<file path="config.mk">
export PLATFORM = sky130hd
export DESIGN_NAME = neighbor_liveness_table_flat
export DESIGN_NICKNAME = d
export VERILOG_FILES = /design/src/hdl/nlt_pkg.sv /design/src/hdl/nlt_ifs.sv /design/src/hdl/nlt_ram.sv /design/src/hdl/neighbor_liveness_table.sv /design/src/flat_wrapper.sv
export SDC_FILE = /design/constraint.sdc
export NUM_CORES = 1
export LEC_CHECK = 0
export BUFFER_PORTS_ARGS = -buffer_cell sky130_fd_sc_hd__buf_4
export CAP_MARGIN = 20
export CORE_UTILIZATION = 30
export CTS_CLUSTER_DIAMETER = 40
export DETAILED_ROUTE_END_ITERATION = 6
export SETUP_SLACK_MARGIN = 0.3
export SYNTH_ARGS = -nofsm -noshare
export SYNTH_HDL_FRONTEND = slang
export SYNTH_HIERARCHICAL = 1
export SYNTH_SLANG_ARGS = --single-unit
export TNS_END_PERCENT = 30
</file>
<file path="constraint.sdc">
create_clock -name clk -period 18.93 [get_ports clk]
set_input_delay 3.786 -clock clk [delete_from_list [all_inputs] [get_ports clk]]
set_output_delay 3.786 -clock clk [all_outputs]
set_load 0.05 [all_outputs]
</file>
<file path="src/hdl/nlt_pkg.sv">
package nlt_pkg;

	localparam int CFG_IDX_W  = 2;
	localparam int CFG_DATA_W = 12;

	localparam logic [19:0] SILENCE_MAX = 20'd999999;
	localparam logic signed [11:0] RADIUS_ALL = -12'sd1;

	typedef enum logic [1:0] {
		ACT_OBSERVE = 2'd0,
		ACT_TICK    = 2'd1,
		ACT_QUERY   = 2'd2,
		ACT_NONE    = 2'd3
	} action_t;

	typedef enum logic [2:0] {
		STAT_REFRESHED = 3'd0,
		STAT_INSERTED  = 3'd1,
		STAT_STALE     = 3'd2,
		STAT_RANGE     = 3'd3,
		STAT_OWN       = 3'd4,
		STAT_FULL      = 3'd5,
		STAT_DONE      = 3'd6
	} status_t;

	typedef enum logic [CFG_IDX_W-1:0] {
		REG_RADIUS = 2'd0,
		REG_OWN_ID = 2'd1
	} reg_idx_t;

	typedef enum logic [1:0] {
		S_IDLE,
		S_SCAN,
		S_DRAIN,
		S_FINISH
	} state_t;

	typedef struct packed {
		logic [1:0]         action;
		logic [7:0]         peer_id;
		logic [31:0]        msg_time;
		logic signed [11:0] own_x;
		logic signed [11:0] own_y;
		logic signed [11:0] peer_x;
		logic signed [11:0] peer_y;
	} req_word_t;

	typedef struct packed {
		logic        accepted;
		status_t     status;
		logic        found;
		logic [19:0] silence;
	} rsp_word_t;

	typedef struct packed {
		logic [7:0]  peer;
		logic [31:0] stamp;
		logic        heard;
		logic [19:0] silence;
	} entry_t;

endpackage

</file>
<file path="src/hdl/nlt_ifs.sv">
interface nlt_req_if;
	import nlt_pkg::*;
	logic      valid;
	logic      ready;
	req_word_t data;
	modport source (output valid, output data, input ready);
	modport sink (input valid, input data, output ready);
endinterface

interface nlt_rsp_if;
	import nlt_pkg::*;
	logic      valid;
	logic      ready;
	rsp_word_t data;
	modport source (output valid, output data, input ready);
	modport sink (input valid, input data, output ready);
endinterface

interface nlt_cfg_if;
	import nlt_pkg::*;
	logic                  valid;
	logic                  ready;
	logic [CFG_IDX_W-1:0]  addr;
	logic [CFG_DATA_W-1:0] data;
	modport source (output valid, output addr, output data, input ready);
	modport sink (input valid, input addr, input data, output ready);
endinterface

</file>
<file path="src/hdl/nlt_ram.sv">
module nlt_ram #(
	parameter int WIDTH = 61,
	parameter int DEPTH = 16
) (
	input  logic                                   clk,
	input  logic                                   we,
	input  logic [(DEPTH > 1 ? $clog2(DEPTH) : 1)-1:0] waddr,
	input  logic [WIDTH-1:0]                       wdata,
	input  logic [(DEPTH > 1 ? $clog2(DEPTH) : 1)-1:0] raddr,
	output logic [WIDTH-1:0]                       rdata
);
	logic [WIDTH-1:0] mem [DEPTH];

	always_ff @(posedge clk) begin
		if (we) begin
			mem[waddr] <= wdata;
		end
		rdata <= mem[raddr];
	end
endmodule

</file>
<file path="src/hdl/neighbor_liveness_table.sv">
// Neighbor liveness table: keeps up to TABLE_DEPTH heard peers, each with its newest
// timestamp, a heard mark and a silence counter, in one entry RAM with valid bits in
// flops. Observe, tick and query walk the RAM one entry per cycle through its single
// read port, going through scan, drain and finish before the next word is accepted;
// an observe rejected for own id or range, and the unused action, go from idle straight
// to finish. The result sits in an output register, so a new word is taken while the
// previous result still waits. Configuration writes are always ready.
module neighbor_liveness_table #(
	parameter int TABLE_DEPTH = 16
) (
	input  logic clk,
	input  logic arst_n,
	nlt_req_if.sink   req,
	nlt_rsp_if.source rsp,
	nlt_cfg_if.sink   cfg
);
	import nlt_pkg::*;

	localparam int IW = (TABLE_DEPTH > 1) ? $clog2(TABLE_DEPTH) : 1;
	localparam logic [IW-1:0] LAST_IDX = IW'(TABLE_DEPTH - 1);
	localparam int EW = $bits(entry_t);

	state_t state_q, state_d;
	req_word_t item_q;
	logic early_q;
	status_t early_stat_q;
	logic [IW-1:0] cnt_q;
	logic chk_s1;
	logic [IW-1:0] idx_s1;
	logic hit_q, free_q;
	logic [IW-1:0] hit_idx_q, free_idx_q;
	entry_t hit_ent_q;
	logic [TABLE_DEPTH-1:0] valid_q;
	logic out_valid_q;
	rsp_word_t out_q, out_d;
	logic load_out, set_valid;
	logic [IW-1:0] set_idx;
	logic signed [11:0] radius_q;
	logic [7:0] own_id_q;

	logic ram_we;
	logic [IW-1:0] ram_waddr;
	entry_t ram_wdata, rd_ent;
	logic [EW-1:0] ram_rdata;

	logic accept, in_range, any_neg;
	logic [10:0] dx, dy;

	assign rd_ent = entry_t'(ram_rdata);
	assign req.ready = (state_q == S_IDLE);
	assign accept = req.valid && req.ready;
	assign rsp.valid = out_valid_q;
	assign rsp.data = out_q;
	assign cfg.ready = 1'b1;

	nlt_ram #(.WIDTH(EW), .DEPTH(TABLE_DEPTH)) u_ram (
		.clk   (clk),
		.we    (ram_we),
		.waddr (ram_waddr),
		.wdata (ram_wdata),
		.raddr (cnt_q),
		.rdata (ram_rdata)
	);

	always_comb begin
		any_neg = req.data.own_x[11] || req.data.own_y[11] ||
			req.data.peer_x[11] || req.data.peer_y[11];
		dx = (req.data.own_x[10:0] >= req.data.peer_x[10:0]) ?
			req.data.own_x[10:0] - req.data.peer_x[10:0] :
			req.data.peer_x[10:0] - req.data.own_x[10:0];
		dy = (req.data.own_y[10:0] >= req.data.peer_y[10:0]) ?
			req.data.own_y[10:0] - req.data.peer_y[10:0] :
			req.data.peer_y[10:0] - req.data.own_y[10:0];
		if (radius_q == RADIUS_ALL) begin
			in_range = 1'b1;
		end else begin
			in_range = !any_neg && !radius_q[11] &&
				(dx <= radius_q[10:0]) && (dy <= radius_q[10:0]);
		end
	end

	always_ff @(posedge clk or negedge arst_n) begin
		if (!arst_n) begin
			state_q <= S_IDLE;
		end else begin
			state_q <= state_d;
		end
	end

	always_comb begin
		state_d = state_q;
		ram_we = 1'b0;
		ram_waddr = idx_s1;
		ram_wdata = rd_ent;
		load_out = 1'b0;
		set_valid = 1'b0;
		set_idx = free_idx_q;
		out_d.accepted = 1'b0;
		out_d.status = STAT_DONE;
		out_d.found = 1'b0;
		out_d.silence = '0;

		if (chk_s1 && item_q.action == ACT_TICK && valid_q[idx_s1]) begin
			ram_we = 1'b1;
			if (rd_ent.heard) begin
				ram_wdata.heard = 1'b0;
				ram_wdata.silence = '0;
			end else if (rd_ent.silence < SILENCE_MAX) begin
				ram_wdata.silence = rd_ent.silence + 20'd1;
			end
		end

		case (state_q)
			S_IDLE: begin
				if (accept) begin
					state_d = S_SCAN;
					if (req.data.action == ACT_NONE ||
						(req.data.action == ACT_OBSERVE &&
						(req.data.peer_id == own_id_q || !in_range))) begin
						state_d = S_FINISH;
					end
				end
			end
			S_SCAN: begin
				if (cnt_q == LAST_IDX) begin
					state_d = S_DRAIN;
				end
			end
			S_DRAIN: begin
				state_d = S_FINISH;
			end
			S_FINISH: begin
				if (!out_valid_q || rsp.ready) begin
					load_out = 1'b1;
					state_d = S_IDLE;
					if (early_q) begin
						out_d.status = early_stat_q;
					end else begin
						case (action_t'(item_q.action))
							ACT_OBSERVE: begin
								if (hit_q) begin
									if (item_q.msg_time > hit_ent_q.stamp) begin
										ram_we = 1'b1;
										ram_waddr = hit_idx_q;
										ram_wdata = hit_ent_q;
										ram_wdata.stamp = item_q.msg_time;
										ram_wdata.heard = 1'b1;
										out_d.accepted = 1'b1;
										out_d.status = STAT_REFRESHED;
									end else begin
										out_d.status = STAT_STALE;
									end
								end else if (free_q) begin
									ram_we = 1'b1;
									ram_waddr = free_idx_q;
									ram_wdata.peer = item_q.peer_id;
									ram_wdata.stamp = item_q.msg_time;
									ram_wdata.heard = 1'b1;
									ram_wdata.silence = '0;
									set_valid = 1'b1;
									out_d.accepted = 1'b1;
									out_d.status = STAT_INSERTED;
								end else begin
									out_d.status = STAT_FULL;
								end
							end
							ACT_QUERY: begin
								out_d.found = hit_q;
								out_d.silence = hit_q ? hit_ent_q.silence : '0;
							end
							default: begin
								out_d.status = STAT_DONE;
							end
						endcase
					end
				end
			end
			default: begin
				state_d = S_IDLE;
			end
		endcase
	end

	always_ff @(posedge clk or negedge arst_n) begin
		if (!arst_n) begin
			early_q <= 1'b0;
			cnt_q <= '0;
			chk_s1 <= 1'b0;
			hit_q <= 1'b0;
			free_q <= 1'b0;
			valid_q <= '0;
			out_valid_q <= 1'b0;
			radius_q <= RADIUS_ALL;
			own_id_q <= '0;
		end else begin
			if (cfg.valid) begin
				case (reg_idx_t'(cfg.addr))
					REG_RADIUS: radius_q <= cfg.data[11:0];
					REG_OWN_ID: own_id_q <= cfg.data[7:0];
					default: begin
					end
				endcase
			end

			if (accept) begin
				cnt_q <= '0;
				hit_q <= 1'b0;
				free_q <= 1'b0;
				early_q <= (req.data.action == ACT_NONE) ||
					(req.data.action == ACT_OBSERVE &&
					(req.data.peer_id == own_id_q || !in_range));
			end else if (state_q == S_SCAN && cnt_q != LAST_IDX) begin
				cnt_q <= cnt_q + IW'(1);
			end

			chk_s1 <= (state_q == S_SCAN);

			if (chk_s1) begin
				if (valid_q[idx_s1] && rd_ent.peer == item_q.peer_id && !hit_q) begin
					hit_q <= 1'b1;
				end
				if (!valid_q[idx_s1] && !free_q) begin
					free_q <= 1'b1;
				end
			end

			if (set_valid) begin
				valid_q[set_idx] <= 1'b1;
			end

			if (load_out) begin
				out_valid_q <= 1'b1;
			end else if (rsp.ready) begin
				out_valid_q <= 1'b0;
			end
		end
	end

	always_ff @(posedge clk) begin
		idx_s1 <= cnt_q;
		if (accept) begin
			item_q <= req.data;
			if (req.data.action == ACT_OBSERVE && req.data.peer_id == own_id_q) begin
				early_stat_q <= STAT_OWN;
			end else if (req.data.action == ACT_OBSERVE) begin
				early_stat_q <= STAT_RANGE;
			end else begin
				early_stat_q <= STAT_DONE;
			end
		end
		if (chk_s1) begin
			if (valid_q[idx_s1] && rd_ent.peer == item_q.peer_id && !hit_q) begin
				hit_idx_q <= idx_s1;
				hit_ent_q <= rd_ent;
			end
			if (!valid_q[idx_s1] && !free_q) begin
				free_idx_q <= idx_s1;
			end
		end
		if (load_out) begin
			out_q <= out_d;
		end
	end
endmodule
</file>
<file path="src/flat_wrapper.sv">
// flat-port wrapper written by rule: the top's interface ports become plain ports
module neighbor_liveness_table_flat import nlt_pkg::*;
#(
	parameter int TABLE_DEPTH = 16
)
  (clk, arst_n, req_valid, req_data, req_ready, rsp_valid, rsp_data, rsp_ready, cfg_valid, cfg_addr, cfg_data, cfg_ready);
  nlt_req_if req_i ();
  nlt_rsp_if rsp_i ();
  nlt_cfg_if cfg_i ();
  input  logic clk;
  input  logic arst_n;
  input wire logic [$bits(req_i.valid)-1:0] req_valid;
  input wire logic [$bits(req_i.data)-1:0] req_data;
  output wire logic [$bits(req_i.ready)-1:0] req_ready;
  output wire logic [$bits(rsp_i.valid)-1:0] rsp_valid;
  output wire logic [$bits(rsp_i.data)-1:0] rsp_data;
  input wire logic [$bits(rsp_i.ready)-1:0] rsp_ready;
  input wire logic [$bits(cfg_i.valid)-1:0] cfg_valid;
  input wire logic [$bits(cfg_i.addr)-1:0] cfg_addr;
  input wire logic [$bits(cfg_i.data)-1:0] cfg_data;
  output wire logic [$bits(cfg_i.ready)-1:0] cfg_ready;
  assign req_i.valid = req_valid;
  assign req_i.data = req_data;
  assign req_ready = req_i.ready;
  assign rsp_valid = rsp_i.valid;
  assign rsp_data = rsp_i.data;
  assign rsp_i.ready = rsp_ready;
  assign cfg_i.valid = cfg_valid;
  assign cfg_i.addr = cfg_addr;
  assign cfg_i.data = cfg_data;
  assign cfg_ready = cfg_i.ready;
  neighbor_liveness_table #(.TABLE_DEPTH(TABLE_DEPTH)) u_core (.clk(clk), .arst_n(arst_n), .req(req_i), .rsp(rsp_i), .cfg(cfg_i));
endmodule
</file>
# Yosys cells after proc, flatten, opt, wreduce, memory -nomap -nowiden
# Memory sizes are Yosys's and may differ from the RTL's. A register that Yosys moved wholly into a read port is not among the register bits.
# Cells that the tools add are included.
classes:
  addsub: 6
  order_cmp: 9
  n_eq_ne: 15
  muxes: 64
  bitwise_logic: 6
  reduce_logical: 41
ops:
  columns: ["cell", "n"]
  rows:
  - ["$mux W61", 7]
  - ["$sub A11 B11 Y11", 4]
  - ["$mux W20", 2]
  - ["$mux W4", 10]
  - ["$gt A32 B32 Y1", 1]
  - ["$mux W1", 30]
  - ["$ge A11 B11 Y1", 2]
  - ["$le A11 B11 Y1", 2]
  - ["$mux W11", 2]
  - ["$mux W21", 1]
  - ["$add A20 B1 Y20 const B", 1]
  - ["$lt A20 B20 Y1 const B", 1]
  - ["$eq A8 B8 Y1", 2]
  - ["$or A16 B16 Y16", 1]
  - ["$logic_and A1 B1 Y1", 13]
  - ["$eq A12 B1 Y1 const B", 1]
  - ["$mux W3", 4]
  - ["$lt A4 B5 Y1 const B", 2]
  - ["$mux W2", 5]
  - ["$reduce_and A2 Y1", 5]
  - ["$eq A2 B2 Y1 const B", 4]
  - ["$logic_not A2 Y1", 4]
  - ["$pmux W2 S4", 1]
  - ["$reduce_or A4 Y1", 2]
  - ["other kinds (15)", 34]
totals:
  register_bits: 189
  mem_bits_rw: 976
  in_bits: 109
  word_cells: 166
  mem_count: 1
mem_list:
  columns: ["name", "words", "word_bits", "read_ports", "rd_clocked_by_memory_dff", "write_ports", "line", "rtl"]
  rows:
  - ["u_core.u_ram.mem", 16, 61, 1, 1, 1, "nlt_ram.sv:12", "logic [WIDTH-1:0] mem [DEPTH];"]

# Longest topological paths before layout
# Gate-level depths: netlist of the first run.
logic_depth:
  depth_word: 15
  mapped_depth: 21

# By module
# The synthesis of the first run kept the hierarchy.
by_module_without_submodules:
  columns: ["module", "instances", "cells_per_inst", "area_per_inst_um2", "seq_area_each_um2"]
  rows:
  - ["nlt_ram", 1, 1572, 37765.0, 30529.3]
  - ["neighbor_liveness_table", 1, 985, 11243.3, 5415.2]

# Worst setup path before layout of the first run
# No wires, ideal clock.
synth_path:
  path_kind: "input to register"
  from: "in rsp_ready"
  to: "mem u_core.u_ram.mem[0][0] (enable)"
  arrival_time_ns: 10.467
  t_required_ns: 18.375
  slack_ns: 7.908
  cell_stages: 13
  path_cell_list: "nand2b_1 > nand2_1 > nor4_2 > nor2b_1 > and2_1 > buf_4 > a31oi_1 > or2_1 > buf_2 > buf_2 > a221o_1 > or3b_2 > nor3_1"
synth_via:
  elab_cells_between_ends: 7
synth_lines:
  columns: ["element", "line", "rtl"]
  rows:
  - ["start: declaration", "flat_wrapper.sv:17", "input wire logic [$bits(rsp_i.ready)-1:0] rsp_ready;"]
  - ["$logic_or A1 B1 Y1", "neighbor_liveness_table.sv:133", "if (!out_valid_q || rsp.ready) begin"]
  - ["$mux W4", "neighbor_liveness_table.sv:133", null]
  - ["$mux W4", "neighbor_liveness_table.sv:113", "case (state_q)"]
  - ["via u_core.ram_waddr[2]", "neighbor_liveness_table.sv:42", "logic [IW-1:0] ram_waddr;"]
  - ["end: declaration", "nlt_ram.sv:12", null]
# The timed path passes the listed nets, and every way through them passes these cells.

# Worst setup path in the final report of the first run
layout_path:
  from: "in rsp_ready"
  to: "mem u_core.u_ram.mem[14][55] (enable)"
# The elaborated chain is that of the path after synthesis.

==> results of run 1 <==
## final timing paths
path                                              from  slack [ns]  cells past startpoint                  endpoint
worst max-delay path                         rsp_ready       10.29                     12  u_core/u_ram/mem[14][55]
max in group asynchronous                       arst_n       15.40                      1           u_core/cnt_q[0]
worst max register to register       u_core/item_q[78]       12.62                     11  u_core/u_ram/mem[15][57]
worst min-delay path            u_core/u_ram/rdata[47]        0.42                      0      u_core/hit_ent_q[47]
worst min register to register  u_core/u_ram/rdata[47]        0.42                      0      u_core/hit_ent_q[47]
min in group asynchronous                       arst_n        3.05                      1         u_core/valid_q[5]
## area by class of cell
class / instances / area [sq um] / share of cell area (%)
flip-flops and latches: 1226 / 36000 / 62.1
multi-input cells: 1103 / 12200 / 21.0
clock buffers: 176 / 3860 / 6.67
well taps: 2160 / 2700 / 4.67
repair buffers: 195 / 1560 / 2.70
clock inverters: 96 / 1180 / 2.05
inverters: 114 / 428 / 0.740
diodes: 2 / 5.00 / 0.00865
## metal layers
metal,part of all wire [%],routed length [microns],global-route usage [%],up-vias
met5,0,0,0,-
met4,2.1,2360,3.97,0
met3,4.3,4720,2.35,166
met2,52,57400,23.4,524
met1,42,46400,17.3,12900
li1,-,-,-,10800
## logic make-up (layout without fill, tap and decap cells)
| logic type | Yosys count | count (layout) | share of synthesized area [%] |
|---|---|---|---|
| DFF | 1226 | 1226 | 73.3 |
| AOI/OAI and AO/OA | 328 | 328 | 4.84 |
| muxes | 313 | 313 | 12.9 |
| and+or+nand+nor | 303 | 303 | 3.10 |
| buffers and inverters | 228 | 581 | 2.14 |
| adders and majority gates | 106 | 106 | 2.77 |
| xor gates and xnor gates | 52 | 52 | 0.929 |
| other | 1 | 3 | 0.00765 |
## cell usage in the layout (no fill, tap or decap), drive strengths merged, types with 23 or more instances in the layout
cell type,instances
o21ai,33
ha,102
nor2,43
inv,137
mux2,47
a22oi,122
edfxtp,1114
clkinv,52
dfxtp,65
mux4,249
dfrtp,35
a21o,48
and2,23
xnor2,29
a21oi,42
xor2,23
nand2,106
buf,195
clkbuf,176
## worst max-delay path, delay by kind of cell
family / cells / cell delay [ns]
compound gates: 2 / 0.72
buf+inv: 2 / 0.84
simple gates: 8 / 3.61
## power by group through the flow
stage / Sequential, mW / Combinational, mW / Clock, mW
floorplan: 3.64 / 1.28 / 0
global placement: 3.72 / 1.80 / 0
detailed placement: 3.72 / 1.82 / 0
CTS: 3.66 / 1.82 / 2.90
global route: 3.68 / 1.95 / 3.00
finish: 3.66 / 1.78 / 2.83
## sequential cells by signal, summed over array words and instances, names as in the netlist, 8 cells and up
name and count:
u_core/hit_ent_q 60, u_core/item_q 42, u_core/own_id_q 8, u_core/radius_q 12
u_core/rsp.data 25, u_core/u_ram/mem 976, u_core/u_ram/rdata 61, u_core/valid_q 16
## metrics by stage
stage                     hold slack, ns  setup slack [ns]  utilization, %  cell area (sq um)
after floorplan                    0.401              7.91               -              49000
after global placement             0.407              9.73            32.6              52600
after detailed placement           0.408              9.60            32.7              52700
after CTS                          0.425             10.43            35.8              57700
after global routing               0.435             10.02            35.9              57900
final                              0.425             10.29            35.9              57900
==> qor.txt, run 1 <==
status = finished clean
crit-path cells = buf_4 > nand2b_1 > nand2_1 > nor4_2 > nor2b_1 > and2_1 > a31oi_1 > or2_1 > a221o_1 > nand2b_1 > nor2_4 > buf_4
Max Cap Violations = 0
crit-path max cell delay = 0.87 ns
CTS tree = yes
Int Pwr = 5.86 mW
CP Capture Type = flop
Seq cells post-synth = 1226
Clock Latency Late Sink = 0.77 ns
Row Count = 147
DP Wirelength = 65000 microns
sw power = 2.41 mW
per-cell routed wire length = 21.9 microns
Worst Path Required = 19.32 ns
Slew Limit Fails = 0
Placed Instances = 4788
filler instances = 14900
Seq pwr share = 44.2%
H-tree lvl count = 4
total power = 8.27 mW
Chip Width = 406 microns
gr usage total = 13.5%
DR vias = 24400
launching element type of the critical path = input port
post-route ant nets = 0
Root Buffer = clkbuf_16
worst vdd ir = 0.000119 V
cts hold-fix bufs = 0
most frequent cells after synthesis = edfxtp_1 (1114), mux4_2 (249), a22oi_1 (122), inv_1 (113), nand2_1 (106)
PD cells = 143 nW/um^2
TNS Setup = 0 ns
Netlist cell types = 71
relative slew slack = 27.8%
area of the mapped netlist = 49000 sq um
area delta synth->final = 18.1%
worst-path fanout max = 38
drt total wl = 111000 microns
sw frac = 29.1%
I/O pin count = 137
Post-synth EDFFs = 1114
worst hold path class = flop to flop
layout cells sized above 1 = 25.9%
final setup fails = 0
Synth area leaders = edfxtp_1 (68%), mux4_2 (11%), dfxtp_1 (2.7%), ha_1 (2.6%), a22oi_1 (1.9%)
Tmin final = 8.64 ns
syn nets = 2772
DRC viols = 0
sequential fraction of the synthesis area = 73.3%
ys flop type = edfxtp_1
final hold violation count = 0
I/O Buffers = 135
area of the die = 165000 sq um
initial antenna violation count = 5
Setup Fix Bufs, Post-CTS = 0
initial core utilization = 30.4%
height of the die = 406 microns
area share of the largest cell type after synthesis = 68.3%
first-pass GRT wire length = 165000 microns
Gates resized, CTS repair = 0
Post-synth ARST share = 3.83%
DR vias/cell = 4.80
post-route insts no fill = 5072
Nets = 3002
Comb power frac = 21.6%
total grt overflow = 0
Num CTS Buffers = 147
cell taking the most area after synthesis = edfxtp_1
Fmax = 0.116 GHz
Tcrit/Tclk final = 45.7%
core footprint = 161000 sq um
Synth Instances = 2557
drt first pass iters = 5
routability congestion estimate = 0.781
vias in the first global route = 25300
Clock power frac = 34.2%
clk sinks = 1226
Max Root-Sink Buffers = 3
Mean Syn Cell Area = 19.2 sq um
Worst Skew = 0.0330 ns
DRT iter0 DRCs = 1835
largest net degree at the start of global routing = 136
Slowest-stage cell, CP = nor2_4
critical path data arrival time = 9.03 ns
Worst-Margin Slew = 1.08 ns
Worst-path clk slew = 0.06 ns
critical path type = input port to flop
most frequent cell after synthesis = edfxtp_1
synth warn = 6
P_leak = 19.5 nW
RSZ-0062 raised after global routing = no
Power figures use the tool's default switching activity.
==> run 2: changes to the inputs <==
clock period = 8.97 ns   (was 18.93 ns; I/O delays follow)
==> run 2 against run 1 <==
Sequential share of layout area is 0.32 points higher. Critical path type unchanged. Utilization is 0.19 points lower. Non-clock buffer count up 4. Sequential power rose by 110%. Largest power group unchanged. Via count is 0.34% lower. Clock skew grew 0.0034 ns. Final cell count down 0.16%. Sequential cell count unchanged. Worst setup slack lost 7.6 ns. Hold slack got worse by 0.028 ns. Clock-buffer cell count is 1 higher. Register-to-register slack lost 9.5 ns. Critical endpoint is now u_core/u_ram/mem[4][13].
==> qor.txt, run 2 (synthesis results as in run 1) <==
Slew Limit Fails = 0
core footprint = 161000 sq um
CTS tree = yes
Clock power frac = 33.1%
initial antenna violation count = 2
relative slew slack = 31.3%
DP Wirelength = 65100 microns
DRT iter0 DRCs = 1789
Gates resized, CTS repair = 0
total grt overflow = 0
I/O pin count = 137
area delta synth->final = 17.5%
CP Capture Point = u_core/u_ram/mem[4][13]
Fmax = 0.160 GHz
Tcrit/Tclk final = 69.8%
Regs by FF count = u_core/u_ram/mem: 976 flops, u_core/u_ram/rdata: 61 flops, u_core/hit_ent_q: 60 flops
clk sinks = 1226
Root Buffer = clkbuf_16
RR Startpoint = u_core/item_q[69]
Num CTS Buffers = 141
Comb power frac = 22.0%
post-route ant nets = 0
post-route insts no fill = 5064
Max Cap Violations = 0
routability congestion estimate = 0.782
Setup Fix Bufs, Post-CTS = 0
Chip Width = 406 microns
vias in the first global route = 25700
Clock Latency Late Sink = 0.76 ns
register with the most flip-flops = u_core/u_ram/mem
crit-path max cell delay = 0.69 ns
layout cells sized above 1 = 25.5%
Tmin final = 6.26 ns
most frequent cells in the layout = edfxtp_1 (1114), mux4_2 (249), buf_4 (188)
initial core utilization = 30.4%
crit-path cells = buf_4 > nand2b_1 > nand2_1 > nor4_2 > nor2b_1 > and2_1 > a31oi_1 > or2_1 > a221o_1 > nand3b_1 > nor3_2 > buf_4 > buf_4
sw power = 4.93 mW
sw frac = 28.7%
CP Capture Type = flop
DR vias/cell = 4.79
Worst-path clk slew = 0.06 ns
max FFs per register = 976
Nets = 3000
Max Root-Sink Buffers = 3
per-cell routed wire length = 22.2 microns
gr usage total = 13.7%
Placed Instances = 4796
Int Pwr = 12.2 mW
worst vdd ir = 0.000250 V
final hold violation count = 0
H-tree lvl count = 4
Worst Path Required = 9.34 ns
PD cells = 298 nW/um^2
final setup fails = 0
critical path type = input port to flop
DR vias = 24300
Row Count = 147
worst-case reg-to-reg path depth = 12
area of the die = 165000 sq um
I/O Buffers = 135
first-pass GRT wire length = 167000 microns
worst-path fanout max = 36
TNS Setup = 0 ns
worst hold path class = flop to flop
post-route core utilization = 35.7%
r2r setup slk = 3.10 ns
drt first pass iters = 5
commonest non-fill, non-tap cell in the layout = edfxtp_1
Worst-Margin Slew = 1.03 ns
P_leak = 19.4 nW
RSZ-0062 raised after global routing = no
hold slack = 0.397 ns
Worst Skew = 0.0364 ns
height of the die = 406 microns
launching element type of the critical path = input port
CP startpoint = rsp_ready
CP most frequent cell = buf_4
largest net degree at the start of global routing = 145
critical path data arrival time = 6.63 ns
Seq pwr share = 44.9%
DRC viols = 0
filler instances = 14900
Slowest-stage cell, CP = nor2b_1
cts hold-fix bufs = 0
FF-to-FF End = u_core/u_ram/mem[7][22]
status = finished clean
drt total wl = 113000 microns
[run 2: cell count changes in the layout (fill, tap and decap cells not counted), moves of 2 or more]
cell       previous run  this run
inv_16                3         0
bufinv_16            12        10
clkinv_16             6         1
buf_12                3         9
clkbuf_1             23        27
clkbuf_16           148       144
inv_8                 6         2
buf_16                3         1
[run 2: routing by layer]
layer  vias up  wire, microns  track usage [%]
met5         -             13                0
met3       193           5170             2.66
met2       525          57900             23.7
li1      10800              -                -
met4         2           3760             5.12
met1     12800          45700             16.9
[run 2: cell type report]
| cell class | instances | area (sq um) | area share (%) |
|---|---|---|---|
| antenna | 3 | 7.51 | 0.0130 |
| clock buffer | 177 | 3790 | 6.58 |
| clock inverter | 82 | 885 | 1.54 |
| inverter | 114 | 428 | 0.743 |
| multi-input combinational | 1103 | 12200 | 21.1 |
| sequential | 1226 | 36000 | 62.5 |
| tap | 2160 | 2700 | 4.69 |
| timing repair buffer | 199 | 1630 | 2.83 |
[run 2: stage by stage]
step           total power [mW]  cell area (sq um)  setup slack (ns)
2_1_floorplan              10.4              49000             0.231
3_3_place_gp               11.6              52800              2.00
3_5_place_dp               11.7              52800              1.93
4_1_cts                    17.3              57500              2.70
5_1_grt                    17.9              57600              2.38
6_report                   17.1              57600              2.71
[run 2: how the worst min path moves through the flow]
stage | slack [ns] | end | from | cells after the start
6_report | 0.40 | u_core/hit_ent_q[28] | u_core/u_ram/rdata[28] | 0
5_1_grt | 0.41 | u_core/hit_ent_q[28] | u_core/u_ram/rdata[28] | 0
4_1_cts | 0.40 | u_core/hit_ent_q[28] | u_core/u_ram/rdata[28] | 0
3_5_place_dp | 0.41 | u_core/hit_ent_q[51] | u_core/u_ram/rdata[51] | 0
3_3_place_gp | 0.40 | u_core/hit_ent_q[25] | u_core/u_ram/rdata[25] | 0
2_1_floorplan | 0.40 | u_core/hit_ent_q[22] | u_core/u_ram/rdata[22] | 0
[run 2: worst max-delay path: cells and delay by family]
kind | cells | cell delay (ns)
AO/OA/AOI/OAI | 2 | 0.64
buffers and inverters | 3 | 1.22
AND/OR/NAND/NOR | 8 | 2.89
[run 2: power by group through the flow]
| stage | clock (mW) | sequential [mW] | combinational [mW] |
|---|---|---|---|
| floorplan | 0 | 7.68 | 2.71 |
| global placement | 0 | 7.83 | 3.76 |
| detailed placement | 0 | 7.83 | 3.82 |
| CTS | 5.79 | 7.72 | 3.83 |
| global route | 5.99 | 7.75 | 4.13 |
| finish | 5.67 | 7.70 | 3.77 |
